$ cat config.mk
export PLATFORM = sky130hd
export DESIGN_NAME = one_edit_token_sequence_matcher_flat
export DESIGN_NICKNAME = d
export VERILOG_FILES = /design/src/sv/oetsm_pkg.sv /design/src/sv/oetsm_in_if.sv /design/src/sv/oetsm_out_if.sv /design/src/sv/oetsm_ram.sv /design/src/sv/oetsm_result_buf.sv /design/src/sv/one_edit_token_sequence_matcher.sv /design/src/flat_wrapper.sv
export SDC_FILE = /design/constraint.sdc
export NUM_CORES = 1
export LEC_CHECK = 0
export CAP_MARGIN = 20
export CORE_ASPECT_RATIO = 0.9
export CORE_UTILIZATION = 50
export CTS_CLUSTER_SIZE = 12
export DETAILED_ROUTE_END_ITERATION = 10
export DONT_BUFFER_PORTS = 1
export PLACE_DENSITY = 0.76
export SLEW_MARGIN = 0
export SYNTH_ARGS = -nofsm -noshare
export SYNTH_HDL_FRONTEND = slang
export SYNTH_SLANG_ARGS = --single-unit
$ cat constraint.sdc
create_clock -name i_clk -period 5.52 [get_ports i_clk]
set_input_delay 1.104 -clock i_clk [delete_from_list [all_inputs] [get_ports i_clk]]
set_output_delay 1.104 -clock i_clk [all_outputs]
set_load 0.02 [all_outputs]
$ cat src/sv/oetsm_pkg.sv
`default_nettype none

package oetsm_pkg;

    // default sizing of the reference store
    localparam int MAX_TOKENS_DEF = 32;
    localparam int TOKEN_BITS_DEF = 7;

    // result flags of one candidate sequence
    typedef struct packed {
        logic identical;
        logic one_replaced;
        logic one_added;
        logic one_removed;
        logic overflow;
    } t_result;

endpackage

`default_nettype wire

$ cat src/sv/oetsm_in_if.sv
`default_nettype none

interface oetsm_in_if #(
    parameter int TOKEN_BITS = oetsm_pkg::TOKEN_BITS_DEF
);
    logic                  valid;
    logic                  ready;
    logic                  req_type;
    logic [TOKEN_BITS-1:0] token;
    logic                  last;
    logic                  word_valid;
    logic                  is_query_word;

    modport source (
        output valid, req_type, token, last, word_valid, is_query_word,
        input  ready
    );

    modport sink (
        input  valid, req_type, token, last, word_valid, is_query_word,
        output ready
    );
endinterface

`default_nettype wire

$ cat src/sv/oetsm_out_if.sv
`default_nettype none

interface oetsm_out_if;
    logic valid;
    logic ready;
    logic identical;
    logic one_replaced;
    logic one_added;
    logic one_removed;
    logic overflow;

    modport source (
        output valid, identical, one_replaced, one_added, one_removed, overflow,
        input  ready
    );

    modport sink (
        input  valid, identical, one_replaced, one_added, one_removed, overflow,
        output ready
    );
endinterface

`default_nettype wire

$ cat src/sv/oetsm_ram.sv
`default_nettype none

module oetsm_ram #(
    parameter int WIDTH = oetsm_pkg::TOKEN_BITS_DEF,
    parameter int DEPTH = oetsm_pkg::MAX_TOKENS_DEF
) (
    input  wire logic                     i_clk,
    input  wire logic                     i_wr_en,
    input  wire logic [$clog2(DEPTH)-1:0] i_wr_addr,
    input  wire logic [WIDTH-1:0]         i_wr_data,
    input  wire logic                     i_rd_en,
    input  wire logic [$clog2(DEPTH)-1:0] i_rd_addr,
    output logic      [WIDTH-1:0]         o_rd_data
);

    logic [WIDTH-1:0] r_mem [DEPTH];

    // write port
    always_ff @(posedge i_clk) begin
        if (i_wr_en) begin
            r_mem[i_wr_addr] <= i_wr_data;
        end
    end

    // registered read, data holds between reads
    always_ff @(posedge i_clk) begin
        if (i_rd_en) begin
            o_rd_data <= r_mem[i_rd_addr];
        end
    end

endmodule

`default_nettype wire

$ cat src/sv/oetsm_result_buf.sv
`default_nettype none

module oetsm_result_buf (
    input  wire logic              i_clk,
    input  wire logic              i_rst_n,
    input  wire logic              i_push,
    input  wire oetsm_pkg::t_result i_data,
    output logic                   o_full,
    oetsm_out_if.source            o_out
);

    logic               r_v0, r_v1, n_v0, n_v1;
    oetsm_pkg::t_result r_d0, r_d1, n_d0, n_d1;
    logic               pop;

    assign pop    = r_v0 && o_out.ready;
    assign o_full = r_v1;

    // head drives the port, second entry takes a beat while the head waits
    always_comb begin
        n_v0 = r_v0;
        n_v1 = r_v1;
        n_d0 = r_d0;
        n_d1 = r_d1;
        if (pop) begin
            n_v0 = r_v1;
            n_d0 = r_d1;
            n_v1 = 1'b0;
        end
        if (i_push) begin
            if (!n_v0) begin
                n_v0 = 1'b1;
                n_d0 = i_data;
            end else begin
                n_v1 = 1'b1;
                n_d1 = i_data;
            end
        end
    end

    always_ff @(posedge i_clk) begin
        if (!i_rst_n) begin
            r_v0 <= 1'b0;
            r_v1 <= 1'b0;
        end else begin
            r_v0 <= n_v0;
            r_v1 <= n_v1;
        end
    end

    always_ff @(posedge i_clk) begin
        r_d0 <= n_d0;
        r_d1 <= n_d1;
    end

    assign o_out.valid        = r_v0;
    assign o_out.identical    = r_d0.identical;
    assign o_out.one_replaced = r_d0.one_replaced;
    assign o_out.one_added    = r_d0.one_added;
    assign o_out.one_removed  = r_d0.one_removed;
    assign o_out.overflow     = r_d0.overflow;

endmodule

`default_nettype wire

$ cat src/sv/one_edit_token_sequence_matcher.sv
`default_nettype none

// Compares streamed candidate token sequences against a stored reference sequence and
// reports, on each candidate's last token, whether it is identical, differs by one
// replaced token, by one added token or by one removed token, or overflowed. Load beats
// (req_type 0) write the reference one token per beat; candidate beats (req_type 1) are
// compared as they arrive. Beats may follow back to back: the reference RAM has one read
// port, and each candidate beat prefetches the entry two places ahead while the current
// entry and the one before it sit in a small window register, so the three-way compare
// never waits on memory. Results leave through a two-entry buffer, so input is held off
// only when two results are waiting. The reference RAM needs no clearing after reset;
// entries beyond the loaded length are never compared.
module one_edit_token_sequence_matcher #(
    parameter int MAX_TOKENS = oetsm_pkg::MAX_TOKENS_DEF,
    parameter int TOKEN_BITS = oetsm_pkg::TOKEN_BITS_DEF
) (
    input  wire logic   i_clk,
    input  wire logic   i_rst_n,
    oetsm_in_if.sink    i_in,
    oetsm_out_if.source o_out
);

    localparam int AW = $clog2(MAX_TOKENS);
    localparam int PW = $clog2(MAX_TOKENS + 2);
    localparam logic [PW-1:0] MAXP  = PW'(MAX_TOKENS);
    localparam logic [PW-1:0] OVERP = PW'(MAX_TOKENS + 1);

    // control state
    logic          r_loading;
    logic          r_ovf;
    logic [PW-1:0] r_len;
    logic [PW-1:0] r_pos;
    logic [1:0]    r_mc;
    logic          r_prefix, r_insert, r_delete;

    // token window and head of reference
    logic [TOKEN_BITS-1:0] r_ref0, r_ref1, r_prev, r_here;

    logic                  fire, is_load, buf_full;
    logic [TOKEN_BITS-1:0] ram_rd;

    // load path
    logic [PW-1:0] ld_pos, ld_pos_next;
    logic          ld_room, ld_ovf, wr_en;

    // candidate path
    logic [PW-1:0]         c_len, c_pos, c_pos1, c_pos2, c_pos_next;
    logic [1:0]            c_mc, c_mc_next;
    logic                  c_prefix, c_insert, c_delete;
    logic                  c_prefix_next, c_insert_next, c_delete_next;
    logic                  c_room, at_zero, rd_en;
    logic [TOKEN_BITS-1:0] tok_here, tok_next;
    logic                  eq_here, eq_prev, eq_next;

    // result
    logic               push, res_ovf, same_len;
    oetsm_pkg::t_result res;

    assign i_in.ready = !buf_full;
    assign fire       = i_in.valid && i_in.ready;
    assign is_load    = !i_in.req_type;

    // load: a fresh load restarts at entry zero and clears overflow
    always_comb begin
        ld_pos      = r_loading ? r_pos : '0;
        ld_room     = ld_pos < MAXP;
        ld_pos_next = ld_room ? ld_pos + PW'(1) : ld_pos;
        ld_ovf      = (r_loading && r_ovf) || !ld_room;
        wr_en       = fire && is_load && ld_room;
    end

    // candidate: an unfinished load ends here, with a clean candidate state
    always_comb begin
        c_len    = r_loading ? r_pos : r_len;
        c_pos    = r_loading ? '0 : r_pos;
        c_mc     = r_loading ? 2'd0 : r_mc;
        c_prefix = r_loading || r_prefix;
        c_insert = !r_loading && r_insert;
        c_delete = !r_loading && r_delete;
        c_room   = c_pos < MAXP;
        at_zero  = c_pos == '0;
        c_pos1   = c_pos + PW'(1);
        c_pos2   = c_pos + PW'(2);
        tok_here = at_zero ? r_ref0 : r_here;
        tok_next = at_zero ? r_ref1 : ram_rd;
        eq_here  = (c_pos < c_len) && (tok_here == i_in.token);
        eq_prev  = !at_zero && (c_pos <= c_len) && (r_prev == i_in.token);
        eq_next  = (c_pos1 < c_len) && (tok_next == i_in.token);
        rd_en    = fire && !is_load && c_room && (c_pos2 < MAXP);

        c_mc_next     = c_mc;
        c_prefix_next = c_prefix;
        c_insert_next = c_insert;
        c_delete_next = c_delete;
        c_pos_next    = OVERP;
        if (c_room) begin
            if (!eq_here && c_mc != 2'd3) begin
                c_mc_next = c_mc + 2'd1;
            end
            c_prefix_next = c_prefix && eq_here;
            c_insert_next = c_prefix || (c_insert && eq_prev);
            c_delete_next = (c_prefix || c_delete) && eq_next;
            c_pos_next    = c_pos1;
        end
    end

    // result flags on the candidate's last token
    always_comb begin
        push     = fire && !is_load && i_in.last;
        res_ovf  = r_ovf || (c_pos_next == OVERP);
        same_len = c_pos_next == c_len;
        res.overflow     = res_ovf;
        res.identical    = !res_ovf && same_len && (c_mc_next == 2'd0) && !i_in.is_query_word;
        res.one_replaced = !res_ovf && i_in.word_valid && same_len && (c_mc_next == 2'd1);
        res.one_added    = !res_ovf && i_in.word_valid && (c_pos_next == c_len + PW'(1))
                           && c_insert_next;
        res.one_removed  = !res_ovf && i_in.word_valid
                           && (({1'b0, c_pos_next} + (PW+1)'(1)) == {1'b0, c_len})
                           && (c_delete_next || c_prefix_next);
    end

    // control state update
    always_ff @(posedge i_clk) begin
        if (!i_rst_n) begin
            r_loading <= 1'b0;
            r_ovf     <= 1'b0;
            r_len     <= '0;
            r_pos     <= '0;
            r_mc      <= 2'd0;
            r_prefix  <= 1'b1;
            r_insert  <= 1'b0;
            r_delete  <= 1'b0;
        end else if (fire) begin
            if (is_load) begin
                r_loading <= !i_in.last;
                r_ovf     <= ld_ovf;
                r_pos     <= i_in.last ? '0 : ld_pos_next;
                if (i_in.last) begin
                    r_len <= ld_pos_next;
                end
                r_mc     <= 2'd0;
                r_prefix <= 1'b1;
                r_insert <= 1'b0;
                r_delete <= 1'b0;
            end else begin
                r_loading <= 1'b0;
                r_len     <= c_len;
                if (i_in.last) begin
                    r_pos    <= '0;
                    r_mc     <= 2'd0;
                    r_prefix <= 1'b1;
                    r_insert <= 1'b0;
                    r_delete <= 1'b0;
                end else begin
                    r_pos    <= c_pos_next;
                    r_mc     <= c_mc_next;
                    r_prefix <= c_prefix_next;
                    r_insert <= c_insert_next;
                    r_delete <= c_delete_next;
                end
            end
        end
    end

    // window shift and copies of the first two reference entries
    always_ff @(posedge i_clk) begin
        if (fire && !is_load) begin
            r_prev <= tok_here;
            r_here <= tok_next;
        end
        if (wr_en && ld_pos == '0) begin
            r_ref0 <= i_in.token;
        end
        if (wr_en && ld_pos == PW'(1)) begin
            r_ref1 <= i_in.token;
        end
    end

    oetsm_ram #(
        .WIDTH(TOKEN_BITS),
        .DEPTH(MAX_TOKENS)
    ) u_ref_ram (
        .i_clk    (i_clk),
        .i_wr_en  (wr_en),
        .i_wr_addr(ld_pos[AW-1:0]),
        .i_wr_data(i_in.token),
        .i_rd_en  (rd_en),
        .i_rd_addr(c_pos2[AW-1:0]),
        .o_rd_data(ram_rd)
    );

    oetsm_result_buf u_result_buf (
        .i_clk  (i_clk),
        .i_rst_n(i_rst_n),
        .i_push (push),
        .i_data (res),
        .o_full (buf_full),
        .o_out  (o_out)
    );

    // an overflowed result carries no match flags
    a_ovf_clears: assert property (@(posedge i_clk) disable iff (!i_rst_n)
        (o_out.valid && o_out.overflow) |->
        !(o_out.identical || o_out.one_replaced || o_out.one_added || o_out.one_removed))
        else $error("overflow result with match flags set");

    // identical and one replaced need different mismatch counts
    a_ident_repl: assert property (@(posedge i_clk) disable iff (!i_rst_n)
        o_out.valid |-> !(o_out.identical && o_out.one_replaced))
        else $error("identical and one_replaced both set");

    // added and removed need different lengths
    a_add_rem: assert property (@(posedge i_clk) disable iff (!i_rst_n)
        o_out.valid |-> !(o_out.one_added && o_out.one_removed))
        else $error("one_added and one_removed both set");

    // a finished candidate leaves a clean state behind
    a_cand_clear: assert property (@(posedge i_clk) disable iff (!i_rst_n)
        (fire && !is_load && i_in.last) |=>
        (r_pos == '0 && r_mc == 2'd0 && r_prefix && !r_insert && !r_delete && !r_loading))
        else $error("candidate state not cleared after last beat");

    // position never passes the overflow mark, length never passes the store
    a_bounds: assert property (@(posedge i_clk) disable iff (!i_rst_n)
        (r_pos <= OVERP) && (r_len <= MAXP))
        else $error("position or length out of range");

endmodule

`default_nettype wire

$ cat src/flat_wrapper.sv
// flat-port wrapper written by rule: the top's interface ports become plain ports
module one_edit_token_sequence_matcher_flat 
#(
    parameter int MAX_TOKENS = oetsm_pkg::MAX_TOKENS_DEF,
    parameter int TOKEN_BITS = oetsm_pkg::TOKEN_BITS_DEF
)
  (i_clk, i_rst_n, i_in_valid, i_in_req_type, i_in_token, i_in_last, i_in_word_valid, i_in_is_query_word, i_in_ready, o_out_valid, o_out_identical, o_out_one_replaced, o_out_one_added, o_out_one_removed, o_out_overflow, o_out_ready);
  oetsm_in_if #(.TOKEN_BITS(TOKEN_BITS)) i_in_i ();
  oetsm_out_if o_out_i ();
  input  wire logic i_clk;
  input  wire logic i_rst_n;
  input wire logic [$bits(i_in_i.valid)-1:0] i_in_valid;
  input wire logic [$bits(i_in_i.req_type)-1:0] i_in_req_type;
  input wire logic [$bits(i_in_i.token)-1:0] i_in_token;
  input wire logic [$bits(i_in_i.last)-1:0] i_in_last;
  input wire logic [$bits(i_in_i.word_valid)-1:0] i_in_word_valid;
  input wire logic [$bits(i_in_i.is_query_word)-1:0] i_in_is_query_word;
  output wire logic [$bits(i_in_i.ready)-1:0] i_in_ready;
  output wire logic [$bits(o_out_i.valid)-1:0] o_out_valid;
  output wire logic [$bits(o_out_i.identical)-1:0] o_out_identical;
  output wire logic [$bits(o_out_i.one_replaced)-1:0] o_out_one_replaced;
  output wire logic [$bits(o_out_i.one_added)-1:0] o_out_one_added;
  output wire logic [$bits(o_out_i.one_removed)-1:0] o_out_one_removed;
  output wire logic [$bits(o_out_i.overflow)-1:0] o_out_overflow;
  input wire logic [$bits(o_out_i.ready)-1:0] o_out_ready;
  assign i_in_i.valid = i_in_valid;
  assign i_in_i.req_type = i_in_req_type;
  assign i_in_i.token = i_in_token;
  assign i_in_i.last = i_in_last;
  assign i_in_i.word_valid = i_in_word_valid;
  assign i_in_i.is_query_word = i_in_is_query_word;
  assign i_in_ready = i_in_i.ready;
  assign o_out_valid = o_out_i.valid;
  assign o_out_identical = o_out_i.identical;
  assign o_out_one_replaced = o_out_i.one_replaced;
  assign o_out_one_added = o_out_i.one_added;
  assign o_out_one_removed = o_out_i.one_removed;
  assign o_out_overflow = o_out_i.overflow;
  assign o_out_i.ready = o_out_ready;
  one_edit_token_sequence_matcher #(.MAX_TOKENS(MAX_TOKENS), .TOKEN_BITS(TOKEN_BITS)) u_core (.i_clk(i_clk), .i_rst_n(i_rst_n), .i_in(i_in_i), .o_out(o_out_i));
endmodule
==> flow_metrics.py <==
metrics = {
    "status": {
        "run_status": "finished clean",
    },
    "drt": {
        "wl_per_cell_um": 21.8,
        "postRouteAntennaNets": 0,
        "first_pass_iters": 5,
        "vias_per_cell": 6.16,
        "vias": 8759,
        "wirelength_mm": 31.0,
        "drcViolationCount": 0,
        "drt_iter0_drc": 1388,
    },
    "yosys": {
        "synth_common_cells": "edfxtp_1 (264), nand2_1 (132), nor2_1 (76)",
        "synth_compound_area_share_pct": 11.8,
        "yosysWarningCount": 0,
        "yosys-top-cells-area": "edfxtp_1 (60%), mux2i_1 (4.7%), dfxtp_1 (3.9%)",
        "synth_top_cell_area_share_pct": 59.7,
        "syn_area_mm2": 0.0133,
        "synth_top_family_by_area": "compound AO/OA/AOI/OAI gates",
        "synthSimpleGateAreaFrac_pct": 11.1,
        "synth_fa_ha_area_share_pct": 1.60,
        "synth_top_cell_by_area": "edfxtp_1",
        "ys_seq_area_share_pct": 63.6,
        "yosysMostFrequentCell": "edfxtp_1",
        "synthXorXnorAreaFrac_pct": 2.77,
        "syn-num-nets": 1105,
        "synth_edf_count": 264,
        "synth-main-ff-cell": "edfxtp_1",
        "synthArstFlopShare_pct": 0,
        "synth-seq-cells": 290,
        "ys_types": 77,
        "synth_area_per_cell_um2": 12.4,
        "synthCells": 1073,
        "synthMuxAreaShare_pct": 6.14,
    },
    "die": {
        "fp-row-count": 56,
        "core_mm2": 0.0261,
        "die_h_um": 157,
        "start_util_pct": 51.0,
        "dieArea_mm2": 0.0272,
        "pin_count": 22,
        "dieWidth_um": 174,
    },
    "timing": {
        "setup_viol": 0,
        "rsz0062_at_grt": "false",
        "tightestPinTransition_ns": 0.961,
        "slew_headroom_pct": 35.4,
        "period_needed_ns": 3.65,
        "fin_skew_ns": 0.0121,
        "fmax_ghz": 0.274,
        "min_period_over_period_pct": 66.1,
        "hold_ws_ns": 0.485,
        "timing.final.ws_setup_ns": 1.87,
        "final.setup.tns_ns": 0,
        "hold_violations": 0,
        "maxSlewViolCount": 0,
    },
    "run": {
        "cap_violations": 0,
    },
    "finish": {
        "fin_util_pct": 55.4,
        "area_growth_pct": 8.70,
        "final_area_mm2": 0.0144,
        "drive_above_1_share_pct": 8.66,
        "fill_cells": 2103,
        "nets": 1083,
        "antenna_cells": 0,
    },
    "setup_path": {
        "crit_chain": "clkinv_1, a21oi_1, ha_1, a311o_1, a31o_1, a221oi_2, a311o_2, xnor2_1, a41oi_1, a21oi_1",
        "crit_arrival_ns": 4.13,
        "critical_path_class": "register to register",
        "start_kind": "register",
        "crit_top_cell": "a21oi_1",
        "cp_max_fo": 21,
        "setup.worst_path.end_class": "register",
        "setup.reg_to_reg.worst_slack_ns": 1.87,
        "max_stage_delay_ns": 0.54,
        "critPathRequiredTime_ns": 6.00,
        "crit_slowest_cell": "dfxtp_2",
    },
    "cts": {
        "worstSkewPairLatency_ns": 0.56,
        "clock_path_buffers": 3,
        "cts_root_buf": "clkbuf_16",
        "cts_setup_buffers": 0,
        "htreeDepth": 1,
        "path_clk_slew_ns": 0.06,
        "cts_sinks": 290,
        "numCtsBuffers": 30,
        "cts_hold_buf": 0,
        "cts_tree": "built",
        "cts_resized": 0,
    },
    "power_and_ir_drop": {
        "p_per_area_mw_per_mm2": 319,
        "p_comb_share_pct": 6.6,
        "p_clk_share_pct": 40.1,
        "total_leakage_power_nw": 4.90,
        "intPower_w": 0.00359,
        "switching_share_pct": 22.0,
        "ir_worst_vdd_mv": 0.226,
        "seqPwrFrac_pct": 53.3,
        "power.switching_w": 0.00101,
    },
    "placed_design": {
        "hpwl_mm": 18.8,
        "gp_congestion": 0.914,
        "port_buffers": 0,
        "post-place-ws_ns": 1.99,
        "placed_area_mm2": 0.0135,
    },
    "global_routing": {
        "grt_usage_pct": 23.1,
        "grt_pass1_wl_mm": 48.4,
        "first_global_vias": 8371,
        "antenna_found_initial": 0,
        "overflow": 0,
        "grt_max_degree": 58,
    },
    "min_path": {
        "hold_path.class": "register to register",
    },
}
[state kept, by name, summed over array words and instances, names as in the netlist, 2 cells and up]
register	flops
u_core.r_mc	2
u_core.r_len	6
u_core.r_ref1	7
u_core.u_result_buf.r_d1	5
u_core.u_ref_ram.o_rd_data	7
u_core.r_prev	7
u_core.r_pos	6
u_core.r_ref0	7
u_core.r_here	7
u_core.u_ref_ram.r_mem	224
[area by class of cell]
cell class                 instances  area [µm²]  area share, %
multi-input combinational        686        4440           30.8
tap                              348         435           3.02
inverter                          29         109          0.754
timing repair buffer              14         105          0.728
clock buffer                      47         845           5.85
sequential                       290        8450           58.5
clock inverter                     8        51.3          0.355
[layer usage]
metal  share of wire (%)  track usage (%)
met5                   0                0
met4                 2.3             6.35
met3                 8.6             3.52
met2                  46             36.9
met1                  43             32.9
[logic make-up (layout without fill, tap and decap cells)]
family                   count (synthesis)  in the layout
AO/OA/AOI/OAI                          228            228
XOR/XNOR                                42             42
adder cells (fa/ha/maj)                 17             17
buffers and inverters                   97             98
flip-flops                             290            290
multiplexers                            79             79
AND/OR/NAND/NOR                        320            320
[power groups by stage]
stage	combinational [W]	sequential, W	clock, W
final	0.000305	0.00245	0.00185
after global routing	0.000334	0.00245	0.00195
after CTS	0.000302	0.00245	0.00187
after detailed placement	0.000300	0.00250	0
after global placement	0.000296	0.00250	0
after floorplan	0.000243	0.00249	0
[through the flow]
stage,total power [W],cells
2_1_floorplan,0.00273,1073
3_3_place_gp,0.00279,1367
3_5_place_dp,0.00280,1367
4_1_cts,0.00462,1422
5_1_grt,0.00473,1422
6_report,0.00460,1422
[layout by cell type (no fill, tap or decap), types with 10 or more instances in the layout]
cell / synthesis / routed
a211oi_1: 14 / 14
mux2i_1: 62 / 62
ha_1: 17 / 17
clkbuf_1: 40 / 14
nor2b_1: 21 / 20
dfxtp_1: 26 / 24
xor2_1: 20 / 20
o22ai_1: 56 / 56
clkbuf_16: 0 / 30
a31oi_1: 22 / 22
a21oi_1: 33 / 32
buf_4: 3 / 14
nor2_1: 76 / 75
edfxtp_1: 264 / 264
a311oi_1: 14 / 14
nand3_1: 36 / 36
inv_1: 26 / 26
o21ai_0: 29 / 29
nand2_1: 132 / 132
xnor2_1: 22 / 22
nor3_1: 10 / 10
mux2_2: 16 / 16
[path summary, 6_finish.rpt]
path                                        from                                endpoint  depth (start not counted)
worst max register to register  u_core.r_loading  u_core.u_result_buf.o_out.one_replaced                         10
worst min-delay path                u_core.r_ovf                            u_core.r_ovf                          2
worst max-delay path            u_core.r_loading  u_core.u_result_buf.o_out.one_replaced                         10
worst min register to register      u_core.r_ovf                            u_core.r_ovf                          2
[critical path, delay by kind of cell (launching register included)]
family,cells,cell delay (ns)
AO/OA/AOI/OAI,7,2.10
buffers and inverters,1,0.36
XOR/XNOR,1,0.23
flip-flops,1,0.54
adder cells (fa/ha/maj),1,0.36
(Power assumes the default switching activity.)
